[src/hdl/kv_cache_slot_addresser_defines.svh]
// Assertion macros for the kv cache slot addresser.
// Uses the clk and rst names of the module that includes it.
`ifndef KV_CACHE_SLOT_ADDRESSER_DEFINES_SVH
`define KV_CACHE_SLOT_ADDRESSER_DEFINES_SVH

// Consequent must hold in the same cycle as the antecedent.
`define KVSA_ASSERT_NOW(label, ante, cons, msg) \
  label: assert property (@(posedge clk) disable iff (rst) (ante) |-> (cons)) \
    else $error(msg);

// Consequent must hold in the cycle after the antecedent.
`define KVSA_ASSERT_NEXT(label, ante, cons, msg) \
  label: assert property (@(posedge clk) disable iff (rst) (ante) |=> (cons)) \
    else $error(msg);

`endif

[src/hdl/kvsa_pkg.sv]
// Shared widths, codes and structs of the kv cache slot addresser.
// No dependencies; imported by kv_cache_slot_addresser and kvsa_core.
package kvsa_pkg;

  localparam int ADDR_W     = 37;
  localparam int POS_W      = 17;
  localparam int TOKPOS_W   = 16;
  localparam int LAYER_W    = 6;
  localparam int VEC_W      = 16;
  localparam int ACC_W      = 38;
  localparam int MODE_W     = 2;
  localparam int STATUS_W   = 3;
  localparam int CFG_IDX_W  = 3;
  localparam int CFG_DATA_W = 17;

  localparam int DEF_MAX_LAYERS = 64;
  localparam int DEF_MAX_TOKENS = 65536;

  localparam logic [MODE_W-1:0] MODE_APPEND     = 2'd0;
  localparam logic [MODE_W-1:0] MODE_READ_KEY   = 2'd1;
  localparam logic [MODE_W-1:0] MODE_READ_VALUE = 2'd2;
  localparam logic [MODE_W-1:0] MODE_CLEAR      = 2'd3;

  localparam logic [STATUS_W-1:0] STATUS_OK           = 3'd0;
  localparam logic [STATUS_W-1:0] STATUS_BAD_LAYER    = 3'd1;
  localparam logic [STATUS_W-1:0] STATUS_NOT_SEQ      = 3'd2;
  localparam logic [STATUS_W-1:0] STATUS_FULL         = 3'd3;
  localparam logic [STATUS_W-1:0] STATUS_NOT_RETAINED = 3'd4;
  localparam logic [STATUS_W-1:0] STATUS_BAD_CFG      = 3'd5;

  localparam logic [CFG_IDX_W-1:0] CFG_LAYER_COUNT   = 3'd0;
  localparam logic [CFG_IDX_W-1:0] CFG_KV_HEADS      = 3'd1;
  localparam logic [CFG_IDX_W-1:0] CFG_HEAD_WIDTH    = 3'd2;
  localparam logic [CFG_IDX_W-1:0] CFG_MAX_CONTEXT   = 3'd3;
  localparam logic [CFG_IDX_W-1:0] CFG_WINDOW_SIZE   = 3'd4;
  localparam logic [CFG_IDX_W-1:0] CFG_FIRST_SLIDING = 3'd5;

  localparam logic [6:0]       RST_LAYER_COUNT   = 7'd1;
  localparam logic [6:0]       RST_KV_HEADS      = 7'd1;
  localparam logic [8:0]       RST_HEAD_WIDTH    = 9'd1;
  localparam logic [POS_W-1:0] RST_MAX_CONTEXT   = 17'd65536;
  localparam logic [POS_W-1:0] RST_WINDOW_SIZE   = 17'd128;
  localparam logic             RST_FIRST_SLIDING = 1'b1;

  localparam logic [6:0] LIMIT_KV_HEADS   = 7'd64;
  localparam logic [8:0] LIMIT_HEAD_WIDTH = 9'd256;

  // One address job handed to the arithmetic sequencer.
  typedef struct packed {
    logic [TOKPOS_W-1:0] pos;
    logic [POS_W-1:0]    window;
    logic [POS_W-1:0]    max_ctx;
    logic                slides;
    logic [LAYER_W-1:0]  nslide;
    logic [LAYER_W-1:0]  nfull;
    logic [VEC_W-1:0]    vec;
    logic                rd_value;
  } kvsa_job_t;

  typedef struct packed {
    logic              busy;
    logic              done;
    logic [ADDR_W-1:0] addr;
  } kvsa_core_res_t;

endpackage

[src/hdl/kv_cache_slot_addresser.sv]
// Top level of the kv cache slot addresser: config registers, position table,
// request checks and response register. Depends on kvsa_pkg, kvsa_ram, kvsa_core.
//
// channel  direction  handshake             payload
// req      in         req_valid/req_stall   mode, layer_index, token_position
// rsp      out        rsp_valid/rsp_stall   status, word_address, next_token,
//                                           oldest_retained
// cfg      in         cfg_valid/cfg_ready   cfg_index, cfg_data
//
// Items are handled one at a time: req_stall is high until the result is in the
// response register. Clear and rejected requests skip kvsa_core; the others run
// the 16-step window modulo (sliding layers only) and the shift-add products there.
// A waiting response holds an item back only when its result is ready first.
// Synchronous reset loads the register defaults and marks all layers empty.
// cfg_ready is always high.
`include "kv_cache_slot_addresser_defines.svh"

module kv_cache_slot_addresser
  import kvsa_pkg::*;
#(
  parameter int MAX_LAYERS = DEF_MAX_LAYERS,
  parameter int MAX_TOKENS = DEF_MAX_TOKENS
) (
  input  logic                  clk,
  input  logic                  rst,
  input  logic                  req_valid,
  output logic                  req_stall,
  input  logic [MODE_W-1:0]     mode,
  input  logic [LAYER_W-1:0]    layer_index,
  input  logic [TOKPOS_W-1:0]   token_position,
  output logic                  rsp_valid,
  input  logic                  rsp_stall,
  output logic [STATUS_W-1:0]   status,
  output logic [ADDR_W-1:0]     word_address,
  output logic [POS_W-1:0]      next_token,
  output logic [POS_W-1:0]      oldest_retained,
  input  logic                  cfg_valid,
  output logic                  cfg_ready,
  input  logic [CFG_IDX_W-1:0]  cfg_index,
  input  logic [CFG_DATA_W-1:0] cfg_data
);

  localparam int LIDX_W = (MAX_LAYERS > 1) ? $clog2(MAX_LAYERS) : 1;

  localparam logic [1:0] ST_IDLE = 2'd0;
  localparam logic [1:0] ST_LOOK = 2'd1;
  localparam logic [1:0] ST_CALC = 2'd2;
  localparam logic [1:0] ST_DONE = 2'd3;

  // Configuration registers
  logic [6:0]       layer_count;
  logic [6:0]       kv_heads;
  logic [8:0]       head_width;
  logic [POS_W-1:0] max_context;
  logic [POS_W-1:0] window_size;
  logic             first_is_sliding;

  logic [1:0]            state;
  logic [MAX_LAYERS-1:0] valid_bits;
  logic [MODE_W-1:0]     mode_q;
  logic [LAYER_W-1:0]    layer_q;
  logic [TOKPOS_W-1:0]   pos_q;
  logic [STATUS_W-1:0]   status_q;
  logic [ADDR_W-1:0]     addr_q;
  logic [POS_W-1:0]      next_q;
  logic [POS_W-1:0]      oldest_q;

  logic                  req_acc;
  logic                  cfg_ok;
  logic [LIDX_W-1:0]     idx;
  logic [POS_W-1:0]      ram_rdata;
  logic                  ram_we;
  logic [POS_W-1:0]      cur;
  logic [POS_W-1:0]      cur_inc;
  logic [POS_W-1:0]      cap;
  logic [POS_W-1:0]      begin_pos;
  logic [POS_W-1:0]      pos17;
  logic [POS_W-1:0]      nxt;
  logic [POS_W-1:0]      oldest;
  logic                  slides;
  logic                  is_append;
  logic                  is_read;
  logic                  bad_layer;
  logic [STATUS_W-1:0]   chk_status;
  logic                  good;
  logic [LAYER_W-1:0]    nslide;
  logic [LAYER_W-1:0]    nfull;
  logic [VEC_W-1:0]      vec;
  kvsa_job_t             job;
  kvsa_core_res_t        core_res;

  assign req_acc   = req_valid && !req_stall;
  assign req_stall = (state != ST_IDLE);
  assign cfg_ready = 1'b1;

  always_ff @(posedge clk) begin
    if (rst) begin
      layer_count      <= RST_LAYER_COUNT;
      kv_heads         <= RST_KV_HEADS;
      head_width       <= RST_HEAD_WIDTH;
      max_context      <= RST_MAX_CONTEXT;
      window_size      <= RST_WINDOW_SIZE;
      first_is_sliding <= RST_FIRST_SLIDING;
    end else if (cfg_valid && cfg_ready) begin
      unique case (cfg_index)
        CFG_LAYER_COUNT:   layer_count      <= cfg_data[6:0];
        CFG_KV_HEADS:      kv_heads         <= cfg_data[6:0];
        CFG_HEAD_WIDTH:    head_width       <= cfg_data[8:0];
        CFG_MAX_CONTEXT:   max_context      <= cfg_data;
        CFG_WINDOW_SIZE:   window_size      <= cfg_data;
        CFG_FIRST_SLIDING: first_is_sliding <= cfg_data[0];
        default: begin
        end
      endcase
    end
  end

  assign cfg_ok = (layer_count != '0) && (kv_heads != '0) && (head_width != '0) &&
                  (max_context != '0) && (window_size != '0) &&
                  (32'(layer_count) <= 32'(MAX_LAYERS)) &&
                  (kv_heads <= LIMIT_KV_HEADS) && (head_width <= LIMIT_HEAD_WIDTH) &&
                  (32'(max_context) <= 32'(MAX_TOKENS)) &&
                  (window_size <= max_context);

  // Position table: an entry with its valid bit clear reads as zero.
  kvsa_ram #(.WIDTH(POS_W), .DEPTH(MAX_LAYERS)) u_table (
    .clk   (clk),
    .we    (ram_we),
    .waddr (idx),
    .wdata (cur_inc),
    .raddr (LIDX_W'(layer_index)),
    .rdata (ram_rdata)
  );

  assign idx       = LIDX_W'(layer_q);
  assign cur       = valid_bits[idx] ? ram_rdata : '0;
  assign cur_inc   = cur + POS_W'(1);
  assign pos17     = POS_W'(pos_q);
  assign is_append = (mode_q == MODE_APPEND);
  assign is_read   = (mode_q == MODE_READ_KEY) || (mode_q == MODE_READ_VALUE);
  assign slides    = first_is_sliding ? !layer_q[0] : layer_q[0];
  assign cap       = slides ? window_size : max_context;
  assign begin_pos = (cur > cap) ? (cur - cap) : '0;
  assign bad_layer = ({1'b0, layer_q} >= layer_count);

  always_comb begin
    chk_status = STATUS_OK;
    if (is_append) begin
      if (pos17 != cur) begin
        chk_status = STATUS_NOT_SEQ;
      end else if (pos17 >= max_context) begin
        chk_status = STATUS_FULL;
      end
    end else if (is_read) begin
      if ((pos17 >= cur) || (pos17 < begin_pos)) begin
        chk_status = STATUS_NOT_RETAINED;
      end
    end
  end

  assign good   = cfg_ok && !bad_layer && (chk_status == STATUS_OK);
  assign nxt    = (good && is_append) ? cur_inc : cur;
  assign oldest = (nxt > cap) ? (nxt - cap) : '0;
  assign ram_we = (state == ST_LOOK) && good && is_append;

  // Layers before this one, split by kind.
  assign nslide = first_is_sliding ? LAYER_W'((7'(layer_q) + 7'd1) >> 1)
                                   : LAYER_W'(layer_q >> 1);
  assign nfull  = layer_q - nslide;
  assign vec    = VEC_W'(kv_heads) * VEC_W'(head_width);

  assign job.pos      = pos_q;
  assign job.window   = window_size;
  assign job.max_ctx  = max_context;
  assign job.slides   = slides;
  assign job.nslide   = nslide;
  assign job.nfull    = nfull;
  assign job.vec      = vec;
  assign job.rd_value = (mode_q == MODE_READ_VALUE);

  kvsa_core u_core (
    .clk   (clk),
    .rst   (rst),
    .start ((state == ST_LOOK) && good),
    .job   (job),
    .res   (core_res)
  );

  always_ff @(posedge clk) begin
    if (rst) begin
      state      <= ST_IDLE;
      rsp_valid  <= 1'b0;
      valid_bits <= '0;
    end else begin
      // Drop a taken response unless the done state reloads it this cycle.
      if (rsp_valid && !rsp_stall && (state != ST_DONE)) begin
        rsp_valid <= 1'b0;
      end
      unique case (state)
        ST_IDLE: begin
          if (req_acc) begin
            mode_q  <= mode;
            layer_q <= layer_index;
            pos_q   <= token_position;
            if (mode == MODE_CLEAR) begin
              valid_bits <= '0;
              status_q   <= cfg_ok ? STATUS_OK : STATUS_BAD_CFG;
              addr_q     <= '0;
              next_q     <= '0;
              oldest_q   <= '0;
              state      <= ST_DONE;
            end else begin
              state <= ST_LOOK;
            end
          end
        end
        ST_LOOK: begin
          addr_q <= '0;
          if (!cfg_ok) begin
            status_q <= STATUS_BAD_CFG;
            next_q   <= '0;
            oldest_q <= '0;
          end else if (bad_layer) begin
            status_q <= STATUS_BAD_LAYER;
            next_q   <= '0;
            oldest_q <= '0;
          end else begin
            status_q <= chk_status;
            next_q   <= nxt;
            oldest_q <= oldest;
          end
          if (ram_we) begin
            valid_bits[idx] <= 1'b1;
          end
          state <= good ? ST_CALC : ST_DONE;
        end
        ST_CALC: begin
          if (core_res.done) begin
            addr_q <= core_res.addr;
            state  <= ST_DONE;
          end
        end
        ST_DONE: begin
          // Hold the result until the response register is free.
          if (!rsp_valid || !rsp_stall) begin
            rsp_valid       <= 1'b1;
            status          <= status_q;
            word_address    <= addr_q;
            next_token      <= next_q;
            oldest_retained <= oldest_q;
            state           <= ST_IDLE;
          end
        end
        default: begin
          state <= ST_IDLE;
        end
      endcase
    end
  end

  `KVSA_ASSERT_NEXT(a_clear_empties_table, req_acc && (mode == MODE_CLEAR), valid_bits == '0, "clear item left a layer position live")
  `KVSA_ASSERT_NOW(a_busy_blocks_req, core_res.busy, req_stall, "request taken while the sequencer is busy")
  `KVSA_ASSERT_NOW(a_done_in_calc, core_res.done, state == ST_CALC, "sequencer finished outside the calc state")
  `KVSA_ASSERT_NOW(a_rsp_from_done, $rose(rsp_valid), $past(state) == ST_DONE, "response raised without a finished item")

endmodule

[src/hdl/kvsa_ram.sv]
// Generic simple dual-port RAM: one write port, one registered read port.
// No dependencies.
module kvsa_ram #(
  parameter int WIDTH = 17,
  parameter int DEPTH = 64,
  localparam int AW = (DEPTH > 1) ? $clog2(DEPTH) : 1
) (
  input  logic             clk,
  input  logic             we,
  input  logic [AW-1:0]    waddr,
  input  logic [WIDTH-1:0] wdata,
  input  logic [AW-1:0]    raddr,
  output logic [WIDTH-1:0] rdata
);

  logic [WIDTH-1:0] mem [DEPTH];

  always_ff @(posedge clk) begin
    if (we) begin
      mem[waddr] <= wdata;
    end
    rdata <= mem[raddr];
  end

endmodule

[src/hdl/kvsa_alu.sv]
// Shared add/subtract unit of the address sequencer.
// Carry out on subtract means a >= b. No dependencies.
module kvsa_alu #(
  parameter int W = 38
) (
  input  logic [W-1:0] a,
  input  logic [W-1:0] b,
  input  logic         sub,
  output logic [W-1:0] sum,
  output logic         carry
);

  logic [W-1:0] b_eff;

  assign b_eff = sub ? ~b : b;
  assign {carry, sum} = {1'b0, a} + {1'b0, b_eff} + (W + 1)'(sub);

endmodule

[src/hdl/kvsa_core.sv]
// Address sequencer: ring slot by restoring modulo on sliding layers, then
// shift-add products, all through one shared kvsa_alu. Depends on kvsa_pkg and kvsa_alu.
module kvsa_core
  import kvsa_pkg::*;
(
  input  logic           clk,
  input  logic           rst,
  input  logic           start,
  input  kvsa_job_t      job,
  output kvsa_core_res_t res
);

  localparam logic [2:0] C_IDLE = 3'd0;
  localparam logic [2:0] C_MOD  = 3'd1;
  localparam logic [2:0] C_MULS = 3'd2;
  localparam logic [2:0] C_MULF = 3'd3;
  localparam logic [2:0] C_MULV = 3'd4;
  localparam logic [2:0] C_OFS  = 3'd5;
  localparam logic [2:0] C_DONE = 3'd6;

  localparam logic [3:0] CNT_MOD  = 4'(TOKPOS_W - 1);
  localparam logic [3:0] CNT_LAY  = 4'(LAYER_W - 1);
  localparam logic [3:0] CNT_VEC  = 4'(VEC_W - 1);

  logic [2:0]          cst;
  kvsa_job_t           job_q;
  logic [POS_W-1:0]    rem;
  logic [TOKPOS_W-1:0] shq;
  logic [ACC_W-1:0]    acc;
  logic [ACC_W-1:0]    mcand;
  logic [VEC_W-1:0]    mplier;
  logic [3:0]          cnt;

  logic [ACC_W-1:0]    alu_a;
  logic [ACC_W-1:0]    alu_b;
  logic                alu_sub;
  logic [ACC_W-1:0]    alu_sum;
  logic                alu_carry;
  logic [POS_W:0]      mod_t;
  logic [POS_W-1:0]    rem_next;
  logic [ACC_W-1:0]    acc_next;

  kvsa_alu #(.W(ACC_W)) u_alu (
    .a     (alu_a),
    .b     (alu_b),
    .sub   (alu_sub),
    .sum   (alu_sum),
    .carry (alu_carry)
  );

  // Bring down the next dividend bit and trial-subtract the window.
  assign mod_t    = {rem, shq[TOKPOS_W-1]};
  assign rem_next = alu_carry ? alu_sum[POS_W-1:0] : mod_t[POS_W-1:0];
  assign acc_next = mplier[0] ? alu_sum : acc;

  always_comb begin
    alu_a   = acc;
    alu_b   = mcand;
    alu_sub = 1'b0;
    case (cst)
      C_MOD: begin
        alu_a   = ACC_W'(mod_t);
        alu_b   = ACC_W'(job_q.window);
        alu_sub = 1'b1;
      end
      C_OFS: begin
        alu_b = ACC_W'(job_q.vec);
      end
      default: begin
        alu_a = acc;
      end
    endcase
  end

  always_ff @(posedge clk) begin
    if (rst) begin
      cst <= C_IDLE;
    end else begin
      unique case (cst)
        C_IDLE: begin
          if (start) begin
            job_q <= job;
            if (job.slides) begin
              rem <= '0;
              shq <= job.pos;
              cnt <= CNT_MOD;
              cst <= C_MOD;
            end else begin
              acc    <= ACC_W'(job.pos);
              mcand  <= ACC_W'(job.window);
              mplier <= VEC_W'(job.nslide);
              cnt    <= CNT_LAY;
              cst    <= C_MULS;
            end
          end
        end
        C_MOD: begin
          rem <= rem_next;
          shq <= shq << 1;
          cnt <= cnt - 4'd1;
          if (cnt == '0) begin
            acc    <= ACC_W'(rem_next);
            mcand  <= ACC_W'(job_q.window);
            mplier <= VEC_W'(job_q.nslide);
            cnt    <= CNT_LAY;
            cst    <= C_MULS;
          end
        end
        C_MULS: begin
          acc    <= acc_next;
          mcand  <= mcand << 1;
          mplier <= mplier >> 1;
          cnt    <= cnt - 4'd1;
          if (cnt == '0) begin
            mcand  <= ACC_W'(job_q.max_ctx);
            mplier <= VEC_W'(job_q.nfull);
            cnt    <= CNT_LAY;
            cst    <= C_MULF;
          end
        end
        C_MULF: begin
          acc    <= acc_next;
          mcand  <= mcand << 1;
          mplier <= mplier >> 1;
          cnt    <= cnt - 4'd1;
          if (cnt == '0) begin
            // Slot count is done: scale by two vectors per slot.
            acc    <= '0;
            mcand  <= {acc_next[ACC_W-2:0], 1'b0};
            mplier <= job_q.vec;
            cnt    <= CNT_VEC;
            cst    <= C_MULV;
          end
        end
        C_MULV: begin
          acc    <= acc_next;
          mcand  <= mcand << 1;
          mplier <= mplier >> 1;
          cnt    <= cnt - 4'd1;
          if (cnt == '0) begin
            cst <= job_q.rd_value ? C_OFS : C_DONE;
          end
        end
        C_OFS: begin
          acc <= alu_sum;
          cst <= C_DONE;
        end
        C_DONE: begin
          cst <= C_IDLE;
        end
        default: begin
          cst <= C_IDLE;
        end
      endcase
    end
  end

  assign res.busy = (cst != C_IDLE);
  assign res.done = (cst == C_DONE);
  assign res.addr = acc[ADDR_W-1:0];

endmodule
[config.mk]
export PLATFORM = sky130hd
export DESIGN_NAME = kv_cache_slot_addresser
export DESIGN_NICKNAME = d
export VERILOG_FILES = /design/src/hdl/kvsa_pkg.sv /design/src/hdl/kv_cache_slot_addresser.sv /design/src/hdl/kvsa_ram.sv /design/src/hdl/kvsa_alu.sv /design/src/hdl/kvsa_core.sv
export VERILOG_INCLUDE_DIRS = /design/src /design/src/hdl
export SDC_FILE = /design/constraint.sdc
export NUM_CORES = 2
export LEC_CHECK = 0
export BUFFER_PORTS_ARGS = -buffer_cell sky130_fd_sc_hd__buf_2
export CAP_MARGIN = 15
export CORE_MARGIN = 2
export CORE_UTILIZATION = 40
export CTS_CLUSTER_DIAMETER = 60
export DETAILED_ROUTE_END_ITERATION = 10
export PLACE_DENSITY = 0.67
export SLEW_MARGIN = 20
export SYNTH_ARGS = -nofsm -noshare
export SYNTH_HDL_FRONTEND = slang
export SYNTH_SLANG_ARGS = --single-unit
[constraint.sdc]
create_clock -name clk -period 32.2 [get_ports clk]
set_input_delay 0 -clock clk [delete_from_list [all_inputs] [get_ports clk]]
set_output_delay 0 -clock clk [all_outputs]
set_load 0.02 [all_outputs]
== Word level (Yosys, flattened, before mapping) ==
Memory sizes are Yosys's and may differ from the RTL's. A register that Yosys moved wholly into a read port is not among the register bits.
Cells that the tools add are included.

* Flip-flop bits (word level): 492
* Input port bits: 49
* Memories kept: 1
* Memory bits (writable): 1,088

{| class="wikitable"
|+ Memories
! name !! words !! width !! read ports !! clocked after memory_dff !! write ports !! RTL line !! source
|-
| u_table.mem || 64 || 17 || 1 || 1 || 1 || kvsa_ram.sv:16 || <nowiki>logic [WIDTH-1:0] mem [DEPTH];</nowiki>
|}

* Mux-type cells: 91
* Eq/ne operators: 31
* $mul: 1
* $add $sub $neg: 8
* Bitwise logic cells: 3
* Reductions and logical operators: 64
* Order comparisons: 13

{| class="wikitable"
|+ Operators by type and width
! operator !! count
|-
| 38-bit two-way mux || 12
|-
| 38-bit one-hot mux with 5 select lines || 2
|-
| 17-bit two-way mux || 14
|-
| 64-bit two-way mux || 3
|-
| 64-bit one-hot mux with 2 select lines || 1
|-
| 37-bit two-way mux || 3
|-
| 37-bit one-hot mux with 3 select lines || 1
|-
| 17-bit one-hot mux with 2 select lines || 3
|-
| 16-bit two-way mux || 6
|-
| 16-bit one-hot mux with 5 select lines || 1
|-
| 38-bit one-hot mux with 2 select lines || 1
|-
| 64-bit OR || 1
|-
| 38-bit by 38-bit adder with 39-bit output || 1
|-
| 39-bit by 1-bit adder with 39-bit output || 1
|-
| 3-bit two-way mux || 13
|-
| 38-bit inverter || 1
|-
| 16-bit by 17-bit greater-or-equal comparator with 1-bit output || 2
|-
| 17-bit > comparator || 2
|-
| 17-bit nonzero test || 2
|-
| 17-bit subtractor || 2
|-
| 16-bit one-hot mux with 2 select lines || 1
|-
| 5-bit AND reduction || 4
|-
| 1-bit logical AND || 18
|-
| 3-bit one-hot mux with 6 select lines || 1
|-
| other kinds (47) || 115
|}

== Longest topological paths before layout ==
* Word-level depth: 19
* Gate-level depth with buffers: 35

== Hierarchy ==
A second synthesis with hierarchy kept.

* Cells, all modules: 4,932
* Area total of the unflattened synthesis: 72,706.0 µm²

{| class="wikitable"
|+ Modules (own cells, without submodules)
! module !! instances !! area an instance (µm²) !! cells each
|-
| kvsa_ram || 1 || 42,117.9 || 1,875
|-
| kv_cache_slot_addresser || 1 || 17,419.2 || 1,768
|-
| kvsa_core || 1 || 10,602.7 || 945
|-
| kvsa_alu || 1 || 2,566.2 || 344
|}

== Worst setup path before layout ==
Ideal clock, no wire load.

* Path kind: reg-to-reg
* Start: reg layer_q[0], in the netlist idx[0]
* End: reg u_core.job_q[0] in the netlist's numbering, enable pin
* Library setup time: 0.561 ns
* Arrival time: 11.269 ns
* Setup slack: 20.369 ns
* Required time: 31.639 ns
* Buffers on the path: 4
* Cell stages (with the launch flop): 32
* Path through: edfxtp_1 buf_6 nor2b_1 buf_2 a221oi_1 o22ai_1 a221o_1 a221o_1 buf_1 clkbuf_1 nand2_1 ha_1 inv_1 fa_1 a21o_1 a21boi_0 o21ai_0 a31oi_1 o21a_1 o21ai_0 a21o_1 a21oi_1 xnor2_1 nand2_1 ha_1 nand3_1 o21ai_0 a2111oi_0 o31a_1 o41ai_1 nand3b_1 nor3_1

* Cells in the longest elaborated chain, start to end: 14
* Elaborated cells between the ends (all ways): 24
* Classes of those cells: add/sub (1); order compare (4); eq/ne (1); mux (10); reduce/logical (8)

{| class="wikitable"
|+ RTL lines
! what !! RTL line !! source
|-
| start, declared || kv_cache_slot_addresser.sv:61 || <nowiki>logic [LAYER_W-1:0] layer_q;</nowiki>
|-
| start signal, assigned || kv_cache_slot_addresser.sv:203 || <nowiki>layer_q <= layer_index;</nowiki>
|-
| 1-bit binary-select mux with 6-bit select / 1-bit zero test (equally long branches) || kv_cache_slot_addresser.sv:136, kv_cache_slot_addresser.sv:141 ||
|-
| 1-bit two-way mux (on tied branches) || kv_cache_slot_addresser.sv:136, kv_cache_slot_addresser.sv:141 ||
|-
| 17-bit two-way mux (on tied branches) || kv_cache_slot_addresser.sv:136, kv_cache_slot_addresser.sv:142 ||
|-
| 17-bit subtractor / 17-bit > comparator (equally long branches) || kv_cache_slot_addresser.sv:143 || <nowiki>assign begin_pos = (cur > cap) ? (cur - cap) : '0;</nowiki>
|-
| 17-bit two-way mux || kv_cache_slot_addresser.sv:143 ||
|-
| 16-bit by 17-bit less-than comparator with 1-bit output || kv_cache_slot_addresser.sv:155 || <nowiki>if ((pos17 >= cur) || (pos17 < begin_pos)) begin</nowiki>
|-
| 1-bit logical OR || kv_cache_slot_addresser.sv:155 ||
|-
| 3-bit two-way mux || kv_cache_slot_addresser.sv:155 ||
|-
| 3-bit two-way mux || kv_cache_slot_addresser.sv:154 || <nowiki>end else if (is_read) begin</nowiki>
|-
| 3-bit two-way mux || kv_cache_slot_addresser.sv:148 || <nowiki>if (is_append) begin</nowiki>
|-
| 3-bit zero test || kv_cache_slot_addresser.sv:161 || <nowiki>assign good = cfg_ok && !bad_layer && (chk_status == STATUS_OK);</nowiki>
|-
| 1-bit logical AND * || kv_cache_slot_addresser.sv:161 ||
|-
| 1-bit logical AND * || kv_cache_slot_addresser.sv:184 || <nowiki>.start ((state == ST_LOOK) && good),</nowiki>
|-
| 3-bit AND reduction (no line) * || n/a ||
|-
| end signal, assigned || kvsa_core.sv:82 || <nowiki>job_q <= job;</nowiki>
|-
| end, declared || kvsa_core.sv:26 || <nowiki>kvsa_job_t job_q;</nowiki>
|}

Mark *: on every way between the ends. The rest lies on a longest branch, timed or not. The select of a mux whose other input is x is not followed.
A chain may end at the register's enable or synchronous reset.

== Worst setup path after layout ==
* Start: reg layer_q[2], in the netlist idx[2]
* End: reg u_core.mcand[28], enable pin

* Cells in the longest elaborated chain, start to end: 15
* Elaborated cells between the ends (all ways): 22
* Classes of those cells: add/sub (1); order compare (4); eq/ne (2); mux (8); reduce/logical (7)

{| class="wikitable"
|+ RTL lines
! what !! RTL line !! source
|-
| 1-bit binary-select mux with 6-bit select || kv_cache_slot_addresser.sv:136 || <nowiki>assign cur = valid_bits[idx] ? ram_rdata : '0;</nowiki>
|-
| 1-bit two-way mux (implied by the code) || kv_cache_slot_addresser.sv:136 ||
|-
| 17-bit two-way mux || kv_cache_slot_addresser.sv:136 ||
|-
| 17-bit subtractor / 17-bit > comparator (equally long branches) || kv_cache_slot_addresser.sv:143 ||
|-
| 17-bit two-way mux || kv_cache_slot_addresser.sv:143 ||
|-
| 16-bit by 17-bit less-than comparator with 1-bit output || kv_cache_slot_addresser.sv:155 ||
|-
| 1-bit logical OR || kv_cache_slot_addresser.sv:155 ||
|-
| 3-bit two-way mux || kv_cache_slot_addresser.sv:155 ||
|-
| 3-bit two-way mux || kv_cache_slot_addresser.sv:154 ||
|-
| 3-bit two-way mux || kv_cache_slot_addresser.sv:148 ||
|-
| 3-bit zero test || kv_cache_slot_addresser.sv:161 ||
|-
| 1-bit logical AND * || kv_cache_slot_addresser.sv:161 ||
|-
| 1-bit logical AND * || kv_cache_slot_addresser.sv:184 ||
|-
| 2-bit by 1-bit inequality test with 1-bit output (no line) * || n/a ||
|-
| 5-bit AND reduction (no line) * || n/a ||
|-
| end signal, assigned || kvsa_core.sv:90 || <nowiki>mcand <= ACC_W'(job.window);</nowiki>
|-
| end signal, assigned || kvsa_core.sv:103 || <nowiki>mcand <= ACC_W'(job_q.window);</nowiki>
|-
| end signal, assigned || kvsa_core.sv:111 || <nowiki>mcand <= mcand << 1;</nowiki>
|-
| end, declared || kvsa_core.sv:30 || <nowiki>logic [ACC_W-1:0] mcand;</nowiki>
|}

Marks and branches as above.

==> flow_summary_export.csv <==
group,metric,value,unit
synth,syn_area,70500,sq um
floorplanning,rows,154,
finish,fin_area,80700,sq um
finish,area_growth,14.6,%
power_and_ir_drop,power,0.00499,W
placed_design,dpl_cell_area,74400,sq um
timing,fin_skew,0.0436,ns
cts,cts_made_buffers,167,
timing,rsz0062_at_grt,"no",
synth,synthArstFlopShare,0,%
cts,clockRootBuffer,"clkbuf_16",
cts,clkSlewWorstSetupHoldPaths,0.06,ns
floorplanning,die_w,424,um
placed_design,gp_congestion,0.902,
synth,syn_nets,4807,
drt,postRouteAntennaNets,0,
timing,setup_viol,0,
floorplanning,boundaryPins,126,
timing,fin_crit_sh,30.4,%
setup_path,crit_arrival,10.20,ns
setup_path,startpoint_type,"flip-flop",
timing,fin_ws,22.42,ns
drt,wl_per_cell,24.9,um
synth,synthMuxAreaShare,12.6,%
drt,vias_per_cell,5.66,
synth,synth-adder-area-share,4.43,%
setup_path,slowest_delay,0.93,ns
timing,slew_headroom,27.4,%
cts,cts_tree,"done",
setup_path,criticalPathCategory,"flip-flop to flip-flop",
synth,ys_ff_latch,1597,
power_and_ir_drop,ir_worst_vdd,0.0524,mV
setup_path,path_max_fanout,67,
cts,cts_buffer_depth,3,
synth,avgSynthCellArea,15.6,sq um
cts,cts_resized,0,
cts,clkLatencyLatePin,0.81,ns
floorplanning,initial_utilization,40.2,%
setup_path,critPathSlowestCell,"edfxtp_1",
synth,synth-compound-area-share,6.51,%
min_path,hp-class,"input port to flip-flop",
status,status,"finished, final reports clean",
drt,num_vias,41100,
grt,grt_usage,20.0,%
synth,synthFlopType,"edfxtp_1",
synth,synth_edf_count,1452,
cts,htreeDepth,4,
synth,yosysWarnings,0,
timing,period_minus_slack,9.78,ns
setup_path,endpoint_kind,"flip-flop",
finish,fin_nets,5058,
timing,finalHoldViolCount,0,
grt,grt_antenna_before_repair,12,
grt,grt_overflow,0,
placed_design,dp_hpwl,115000,um
finish,final_layout_size_suffix_gt1_share,19.1,%
cts,cts_sinks,1597,
drt,route.detailed.drc,0,
drt,drt_pre_antenna_iters,6,
power_and_ir_drop,leakage,27.6,nW
job,cap_violations,0,
timing,max_freq,102,MHz
floorplanning,core,176000,sq um
power_and_ir_drop,pwr_density_cell,61.8,nW/um^2
floorplanning,die_y,424,um
placed_design,place_ws,22.17,ns
synth,synth_simple_gate_area_share,7.00,%
min_path,hold_depth,2,
timing,tightest_slew,1.09,ns
timing,drv_slew,0,
synth,synthXorXnorAreaFrac,1.44,%
setup_path,required,32.61,ns
timing,tns,0,ns
placed_design,port_buffers,124,
synth,syn_inst,4531,
grt,grt_pass1_wl,269000,um
grt,grt_start_max_net_pins,126,
setup_path,r2r_cells,30,
drt,wirelength,181000,um
synth,synth_top_family_by_area,"multiplexers",
timing,whs,0.0234,ns
drt,drt-initial-drc-count,4130,
synth,synth_cell_type_count,84,
floorplanning,die_area,180000,sq um
grt,grt_pass1_vias,40900,
synth,ys_seq_area_share,66.0,%
[state kept, by name, summed over array words and instances (netlist names), 37 cells and up]
register / cells
u_core.mcand: 38
valid_bits: 64
u_core.acc: 38
u_core.job_q: 63
u_table.mem: 1088
word_address: 37
addr_q: 37
[worst max-delay path, delay by kind of cell (launching register included)]
kind / cells / cell delay (ns)
simple gates: 5 / 1.08
xor+xnor: 1 / 0.13
fa+ha+maj: 3 / 1.04
compound gates: 17 / 4.52
buf+inv: 4 / 1.53
flops: 1 / 0.93
[metal layers]
| metal | vias to the layer above | track usage, % | share of wire (%) |
|---|---|---|---|
| li1 | 18100 | - | - |
| met1 | 21100 | 25.8 | 40 |
| met2 | 1590 | 34.0 | 50 |
| met3 | 334 | 3.19 | 6.4 |
| met4 | 4 | 7.62 | 3.9 |
| met5 | - | 0 | 0.017 |
[synthesized netlist by cell type (8+ instances only)]
master    count  area share (%)
nand2_1     481             2.6
nor2_1      264             1.4
ha_1        189             3.4
o22ai_1      18            0.16
nor3_1       54            0.38
a221oi_1     29            0.36
o21a_1       66            0.70
a21o_1       74            0.79
mux4_2      363              12
o221ai_1     11            0.14
inv_1       135            0.72
fa_1         38             1.1
and3_1       16            0.14
o21bai_1     16            0.17
a211oi_1     13            0.14
nand2b_1     15            0.13
a22o_1       18            0.22
dfxtp_1     145             4.1
a21oi_1     179             1.3
and2_1       91            0.81
mux2i_1      61            0.87
nor2b_1      40            0.36
nor4_1       23            0.20
a31oi_1      21            0.19
nand3_1      40            0.28
o211ai_1     11            0.12
mux2_2       10            0.16
xnor2_1      91             1.1
or3_1         9           0.080
clkbuf_1    180            0.96
edfxtp_1   1452              62
o21ai_1      21            0.15
xor2_1       25            0.31
a222oi_1      8            0.11
o21ai_0     113            0.80
a21boi_0     12            0.13
nand4_1      28            0.25
or2_2         8           0.071
a221o_1       8            0.11
buf_1        42            0.22
[what timing repair did]
item,in CTS,in global routing
buffers inserted,0,0
hold buffers,69,0
endpoints found under the hold margin,134,0
endpoints found under the setup margin,0,0
[layout by cell type, fill, tap and decap left out, types with 21 or more instances in the layout]
cell type and instances:
nand2_1 480, o21a_1 66, buf_4 119, nand3_1 40
mux4_2 363, mux2i_1 61, nor4_1 23, a221oi_1 29
nor2b_1 40, and2_1 91, nand4_1 28, clkinv_2 28
clkbuf_16 171, dfxtp_1 144, nor3_1 34, clkbuf_1 38
clkinv_1 31, a31oi_1 21, xor2_1 23, ha_1 188
dlygate4sd3_1 69, a21o_1 74, xnor2_1 80, fa_1 38
nor2_1 242, a21oi_1 178, o21ai_0 113, buf_2 120
edfxtp_1 1452, inv_1 133
[cell families (layout without fill, tap and decap cells)]
logic type / count (synthesis) / in the layout
AO/OA/AOI/OAI: 688 / 688
multiplexers: 434 / 434
buffers and inverters: 369 / 755
XOR/XNOR: 116 / 116
other: 1 / 3
flip-flops: 1597 / 1597
AND/OR/NAND/NOR: 1099 / 1099
adder cells (fa/ha/maj): 227 / 227
[report_power, final]
group | total (W) | switching (W) | internal [W] | leakage, nW
clock network | 0.00193 | 0.000820 | 0.00111 | 2.69
logic | 0.000640 | 0.000421 | 0.000219 | 10.5
registers | 0.00242 | 0.0000324 | 0.00238 | 14.5
[metrics by stage]
step	std cells	utilization, %
5_1_grt	7257	46.0
3_3_place_gp	6882	42.4
2_1_floorplan	4531	-
4_1_cts	7256	46.0
6_report	7259	46.0
3_5_place_dp	6883	42.4
[final timing paths]
path | to | from | slack (ns)
setup / recovery | u_core.mcand[28]$_DFFE_PP_ | idx[2]$_DFFE_PP_ | 22.42
hold / removal | pos_q[4]$_DFFE_PP_ | token_position[4] | 0.02
setup reg to reg | u_core.mcand[28]$_DFFE_PP_ | idx[2]$_DFFE_PP_ | 22.42
hold reg to reg | word_address[29]$_DFFE_PP_ | addr_q[29]$_SDFFCE_PN0P_ | 0.41
[cell type report]
cell class,instances,area [sq um]
Clock inverter,94,1130
Antenna cell,2,5.00
Sequential cell,1597,46500
Clock buffer,210,4440
Tap cell,2340,2930
Timing Repair Buffer,313,2280
Inverter,138,520
Multi-Input combinational cell,2565,22900
Fill cell,15000,94800
No activity file was read; power rests on OpenSTA's default activity.
